<file path="config.mk">
export PLATFORM = sky130hd
export DESIGN_NAME = typed_vector_sort_flat
export DESIGN_NICKNAME = d
export VERILOG_FILES = /design/src/hw/rtl/tvs_pkg.sv /design/src/hw/rtl/tvs_in_if.sv /design/src/hw/rtl/tvs_out_if.sv /design/src/hw/rtl/typed_vector_sort.sv /design/src/flat_wrapper.sv
export SDC_FILE = /design/constraint.sdc
export NUM_CORES = 2
export LEC_CHECK = 0
export BUFFER_PORTS_ARGS = -buffer_cell sky130_fd_sc_hd__clkbuf_2
export CORE_AREA = 5 5 495 619
export CTS_CLUSTER_DIAMETER = 30
export DETAILED_ROUTE_END_ITERATION = 12
export DIE_AREA = 0 0 500 624
export PLACE_DENSITY = 0.76
export SYNTH_ARGS = -nofsm -noshare
export SYNTH_HDL_FRONTEND = slang
export SYNTH_SLANG_ARGS = --single-unit
export TNS_END_PERCENT = 5
</file>
<file path="constraint.sdc">
create_clock -name i_clk -period 6.3 [get_ports i_clk]
set_input_delay 0.315 -clock i_clk [delete_from_list [all_inputs] [get_ports i_clk]]
set_output_delay 0.315 -clock i_clk [all_outputs]
set_load 0.02 [all_outputs]
</file>
<file path="src/hw/rtl/tvs_pkg.sv">
package tvs_pkg;

    localparam int MaxLen = 64;
    localparam int IdxW   = $clog2(MaxLen);
    localparam int CntW   = $clog2(MaxLen + 1);

    typedef enum logic [1:0] {
        TYPE_BOOL   = 2'd0,
        TYPE_PIXEL  = 2'd1,
        TYPE_INT32  = 2'd2,
        TYPE_DOUBLE = 2'd3
    } t_elem_type;

    typedef struct packed {
        logic [63:0] element_value;
        logic        is_final;
    } t_in_item;

    typedef struct packed {
        logic [63:0] sorted_value;
        logic        end_of_run;
        logic        overflowed;
    } t_out_item;

    function automatic logic [63:0] norm_value(logic [63:0] raw, t_elem_type ty);
        logic [63:0] v;
        case (ty)
            TYPE_BOOL:  v = {63'd0, |raw};
            TYPE_PIXEL: v = {56'd0, raw[7:0]};
            TYPE_INT32: v = {32'd0, raw[31:0]};
            default:    v = raw;
        endcase
        return v;
    endfunction

    function automatic logic [63:0] order_key(logic [63:0] v, t_elem_type ty);
        logic [63:0] k;
        case (ty)
            TYPE_INT32:  k = {32'd0, v[31:0] ^ 32'h8000_0000};
            TYPE_DOUBLE: k = v[63] ? ~v : {1'b1, v[62:0]};
            default:     k = v;
        endcase
        return k;
    endfunction

endpackage

</file>
<file path="src/hw/rtl/tvs_in_if.sv">
interface tvs_in_if import tvs_pkg::*; ();
    logic     valid;
    logic     ready;
    t_in_item data;
    modport source (output valid, output data, input ready);
    modport sink   (input valid, input data, output ready);
endinterface

</file>
<file path="src/hw/rtl/tvs_out_if.sv">
interface tvs_out_if import tvs_pkg::*; ();
    logic      valid;
    logic      ready;
    t_out_item data;
    modport source (output valid, output data, input ready);
    modport sink   (input valid, input data, output ready);
endinterface

</file>
<file path="src/hw/rtl/typed_vector_sort.sv">
// Load: one element per cycle into a 64-entry store (one write and one read a cycle).
// Sort: selection by repeated sweeps; each sweep reads every loaded entry and the
// entry with the smallest unused key is then emitted, so a run of n elements takes
// n sweeps after the final element, plus any waits of the output register for o_out.ready.
// Emitted entries are marked in a used-bit vector; the RAM is read once per cycle.
// Reset (i_rst_n low, synchronous) clears count, flags and state; type reverts
// to signed 32-bit integer. Store contents are undefined until written.
module typed_vector_sort import tvs_pkg::*; (
    input  logic            i_clk,
    input  logic            i_rst_n,
    input  logic            i_cfg_we,
    input  logic [1:0]      i_cfg_wdata,
    tvs_in_if.sink          i_in,
    tvs_out_if.source       o_out
);

    typedef enum logic [2:0] {
        ST_LOAD  = 3'b001,
        ST_SCAN  = 3'b010,
        ST_EMIT  = 3'b100
    } t_state;

    logic [63:0]      r_mem [MaxLen];
    logic [63:0]      r_rdata;
    t_state           r_state;
    t_elem_type       r_type;
    logic [CntW-1:0]  r_count;
    logic             r_ovf;
    logic [MaxLen-1:0] r_used;
    logic [CntW-1:0]  r_scan;     // address issued
    logic             r_rd_vld;
    logic [IdxW-1:0]  r_rd_idx;
    logic             r_best_vld;
    logic [63:0]      r_best_key;
    logic [63:0]      r_best_val;
    logic [IdxW-1:0]  r_best_idx;
    logic [CntW-1:0]  r_left;
    logic             r_ovalid;
    t_out_item        r_odata;

    logic        in_acc;
    logic [63:0] cand_val;
    logic [63:0] cand_key;
    logic        take;
    logic        emit_go;

    assign i_in.ready = (r_state == ST_LOAD);
    assign in_acc     = i_in.valid && i_in.ready;
    assign o_out.valid = r_ovalid;
    assign o_out.data  = r_odata;

    assign cand_val = norm_value(r_rdata, r_type);
    assign cand_key = order_key(cand_val, r_type);
    assign take = r_rd_vld && !r_used[r_rd_idx] &&
                  (!r_best_vld || cand_key < r_best_key);
    assign emit_go = (r_state == ST_EMIT) && (!r_ovalid || o_out.ready);

    always_ff @(posedge i_clk) begin
        if (in_acc && r_count < CntW'(MaxLen)) begin
            r_mem[r_count[IdxW-1:0]] <= i_in.data.element_value;
        end
        r_rdata <= r_mem[r_scan[IdxW-1:0]];
    end

    always_ff @(posedge i_clk) begin
        if (!i_rst_n) begin
            r_state    <= ST_LOAD;
            r_type     <= TYPE_INT32;
            r_count    <= '0;
            r_ovf      <= 1'b0;
            r_used     <= '0;
            r_scan     <= '0;
            r_rd_vld   <= 1'b0;
            r_rd_idx   <= '0;
            r_best_vld <= 1'b0;
            r_left     <= '0;
            r_ovalid   <= 1'b0;
        end else begin
            if (i_cfg_we) begin
                r_type <= t_elem_type'(i_cfg_wdata);
            end
            if (emit_go) begin
                r_ovalid <= 1'b1;
            end else if (o_out.ready) begin
                r_ovalid <= 1'b0;
            end
            case (r_state)
                ST_LOAD: begin
                    if (in_acc) begin
                        if (r_count < CntW'(MaxLen)) begin
                            r_count <= r_count + 1'b1;
                        end else begin
                            r_ovf <= 1'b1;
                        end
                        if (i_in.data.is_final) begin
                            r_left     <= (r_count < CntW'(MaxLen)) ?
                                          r_count + 1'b1 : r_count;
                            r_used     <= '0;
                            r_scan     <= '0;
                            r_rd_vld   <= 1'b0;
                            r_best_vld <= 1'b0;
                            r_state    <= ST_SCAN;
                        end
                    end
                end
                ST_SCAN: begin
                    // issue reads 0..count-1, compare each in the cycle after its read
                    r_rd_vld <= (r_scan < r_count);
                    r_rd_idx <= r_scan[IdxW-1:0];
                    if (r_scan < r_count) begin
                        r_scan <= r_scan + 1'b1;
                    end
                    if (take) begin
                        r_best_vld <= 1'b1;
                        r_best_key <= cand_key;
                        r_best_val <= cand_val;
                        r_best_idx <= r_rd_idx;
                    end
                    if (!r_rd_vld && r_scan == r_count) begin
                        r_state <= ST_EMIT;
                    end
                end
                ST_EMIT: begin
                    // hold until the output register is free
                    if (emit_go) begin
                        r_odata.sorted_value    <= r_best_val;
                        r_odata.end_of_run      <= (r_left == CntW'(1));
                        r_odata.overflowed      <= r_ovf;
                        r_used[r_best_idx]      <= 1'b1;
                        r_left                  <= r_left - 1'b1;
                        r_best_vld              <= 1'b0;
                        r_scan                  <= '0;
                        r_rd_vld                <= 1'b0;
                        if (r_left == CntW'(1)) begin
                            r_count <= '0;
                            r_ovf   <= 1'b0;
                            r_state <= ST_LOAD;
                        end else begin
                            r_state <= ST_SCAN;
                        end
                    end
                end
                default: r_state <= ST_LOAD;
            endcase
        end
    end

endmodule

</file>
<file path="src/flat_wrapper.sv">
// flat-port wrapper written by rule: the top's interface ports become plain ports
module typed_vector_sort_flat import tvs_pkg::*;
  (i_clk, i_rst_n, i_cfg_we, i_cfg_wdata, i_in_valid, i_in_data, i_in_ready, o_out_valid, o_out_data, o_out_ready);
  tvs_in_if i_in_i ();
  tvs_out_if o_out_i ();
  input  logic i_clk;
  input  logic i_rst_n;
  input  logic i_cfg_we;
  input  logic [1:0] i_cfg_wdata;
  input wire logic [$bits(i_in_i.valid)-1:0] i_in_valid;
  input wire logic [$bits(i_in_i.data)-1:0] i_in_data;
  output wire logic [$bits(i_in_i.ready)-1:0] i_in_ready;
  output wire logic [$bits(o_out_i.valid)-1:0] o_out_valid;
  output wire logic [$bits(o_out_i.data)-1:0] o_out_data;
  input wire logic [$bits(o_out_i.ready)-1:0] o_out_ready;
  assign i_in_i.valid = i_in_valid;
  assign i_in_i.data = i_in_data;
  assign i_in_ready = i_in_i.ready;
  assign o_out_valid = o_out_i.valid;
  assign o_out_data = o_out_i.data;
  assign o_out_i.ready = o_out_ready;
  typed_vector_sort u_core (.i_clk(i_clk), .i_rst_n(i_rst_n), .i_cfg_we(i_cfg_we), .i_cfg_wdata(i_cfg_wdata), .i_in(i_in_i), .o_out(o_out_i));
endmodule
</file>
==> flow_summary.json <==
{
  "layout_min_cycle_time_ps": 5230,
  "htree_levels": 6,
  "fin_crit_sh": 0.830,
  "drv_cap": 0,
  "synth_seq_cells": 4460,
  "fillers": 17300,
  "yosysWarnings": 0,
  "drtAntennaViolNets": 0,
  "cts_sinks": 4460,
  "mostFrequentLayoutCell": "edfxtp_1",
  "clock.fmax_mhz": 191,
  "grt_pass1_vias": 88600,
  "p_leak_nw": 60.2,
  "place_congestion": 0.847,
  "vdd_drop_max_mv": 0.255,
  "rows": 225,
  "fin_nets": 7790,
  "hpwl_mm": 233,
  "clock_path_buffers": 4,
  "hold_path.class": "primary input to flop",
  "grt_pass1_wl_mm": 698,
  "root_buffer": "clkbuf_16",
  "grt_use_total": 0.321,
  "tightestPinTransition_ps": 1470,
  "critPathCaptureType": "flop",
  "crit_type": "flop to flop",
  "drive_gt1_frac": 0.333,
  "drt_wl_total_mm": 504,
  "stdcell_count": 12100,
  "portBuffers": 139,
  "clk-insertion-delay-late_ps": 930,
  "synth_edf_count": 4296,
  "syn2layout_area_growth_pct": 15.5,
  "finalMaxSlewViolations": 0,
  "syn_inst": 7095,
  "hold_violations": 0,
  "tns_ps": 0,
  "vias": 87000,
  "cts_tree": "built",
  "avgSynthCellArea_um2": 23.9,
  "die_y_um": 624,
  "dieArea_mm2": 0.312,
  "cts_buffers": 560,
  "rsz0062_at_grt": "false",
  "critPathArrivalTime_ps": 5810,
  "grt_overflow": 0,
  "firstDrtPassIters": 9,
  "post_cts_resized": 0,
  "antenna_found_initial": 48,
  "start_util": 0.567,
  "grt_max_degree": 104,
  "max-slew-margin-rel": 0.0226,
  "path_max_fanout": 51,
  "drt_first_iter_violations": 15100,
  "wl_per_cell_um": 41.6,
  "status": "finished, final reports clean",
  "dieWidth_um": 500,
  "finalSetupViolations": 0,
  "numPlacedInstances": 11000,
  "holdWs_ps": 58.3,
  "synth_flop_cell": "edfxtp_1",
  "ys_async_sr_fraction": 0,
  "yosysUniqueCellTypes": 60,
  "skew_ps": 46.3,
  "design.core.area_mm2": 0.300,
  "clkTransAtPathRegs_ps": 60,
  "seq_area_frac_synth": 0.779,
  "via_per_inst": 7.19,
  "syn-num-nets": 7241,
  "critPathLaunchType": "flop",
  "drc": 0,
  "synth_area_mm2": 0.170,
  "required_ps": 6890,
  "power_density_mw_per_mm2": 359,
  "pin_count": 140,
  "most-common-layout-cells": "edfxtp_1, mux4_2, clkbuf_16, dfxtp_1, clkbuf_2"
}
synthesized netlist by cell type (all sizes together) (23+ instances only):
cell type,count,area share
nor3,23,0.00068
edfxtp,4296,0.76
ha,74,0.0054
nand2,50,0.0011
and2,61,0.0022
mux4,1358,0.18
a21oi,96,0.0028
buf,142,0.0041
nor2b,24,0.00088
clkbuf,216,0.0048
xnor2,62,0.0032
and3,32,0.0012
inv,83,0.0018
o21ai,39,0.0011
nand3,27,0.00080
dfxtp,164,0.019
nor2,196,0.0043
worst max-delay path: stages, from the launching register on:
cell       delay (ps)
dfxtp_1           760
nand3_1           670
o21ai_0           450
ha_1              310
a21o_1            160
a21o_1            170
a21o_1            180
a2111oi_0         450
o31ai_1           290
a221oi_1          410
o221a_4           630
buf_12            330
logic make-up (layout without fill, tap and decap cells):
group	after synthesis	count (layout)	share of synthesized area
flip-flops	4460	4460	0.779
multiplexers	1367	1367	0.181
AO/OA/AOI/OAI	200	200	0.00703
XOR/XNOR	63	63	0.00325
AND/OR/NAND/NOR	490	490	0.0144
other	0	41	0
buffers and inverters	441	1440	0.0107
adder cells (fa/ha/maj)	74	74	0.00545
report_power, final:
group / internal, mW / leakage [nW] / total [mW] / switching, mW
clock: 19.8 / 9.20 / 33.1 / 13.3
sequential: 33.1 / 40.0 / 33.5 / 0.442
combinational: 1.32 / 11.0 / 3.76 / 2.44
metal layers:
layer	global-route usage	vias up	part of all wire
li1	-	31600	-
met1	0.393	45100	0.31
met2	0.520	8435	0.49
met3	0.0899	1845	0.13
met4	0.185	38	0.071
met5	0	-	0.00052
area by class of cell:
cell class | instances | area [um2] | share of cell area
flip-flops and latches | 4460 | 132000 | 0.674
clock inverters | 381 | 4350 | 0.0222
clock buffers | 631 | 14700 | 0.0749
diodes | 41 | 103 | 0.000523
inverters | 83 | 312 | 0.00159
repair buffers | 345 | 3180 | 0.0162
multi-input cells | 2194 | 36300 | 0.185
well taps | 3972 | 4970 | 0.0253
final timing paths:
path / from / end / slack (ps) / cells after the start
hold / removal: i_rst_n / u_core.r_type[1] / 60 / 2
setup / recovery: u_core.r_type[0] / u_core.r_best_idx[3] / 1070 / 11
setup reg to reg: u_core.r_type[0] / u_core.r_best_idx[3] / 1070 / 11
hold reg to reg: u_core.r_best_val[9] / u_core.o_out.data[11] / 410 / 0
stage by stage:
step           worst slack, ps  utilization  power [mW]  cell area (um2)
2_1_floorplan             1110            -        35.9           170000
3_3_place_gp              1210        0.590        37.5           177000
3_5_place_dp              1130        0.590        37.7           177000
4_1_cts                   1140        0.654        70.4           196000
5_1_grt                    815        0.654        72.2           196000
6_report                  1070        0.655        70.4           196000
repair_timing:
action / CTS / global route
hold buffers: 6 / 0
setup buffers: 0 / 0
endpoints found under the hold margin: 6 / 0
setup endpoints to repair: 0 / 0
registers in the layout (all words and copies together) (netlist names):
signal and cells:
u_core.r_rdata 64, u_core.r_type 2, u_core.r_rd_vld 1, u_core.r_left 7, u_core.r_best_key 64, u_core.r_scan 7
u_core.o_out.data 66, u_core.r_used 64, u_core.r_state 3, u_core.r_best_vld 1, u_core.r_count 7, u_core.r_rd_idx 6
u_core.r_ovf 1, u_core.r_mem 4096, u_core.r_best_val 64, u_core.o_out.valid 1, u_core.r_best_idx 6
(Power assumes the default switching activity.)
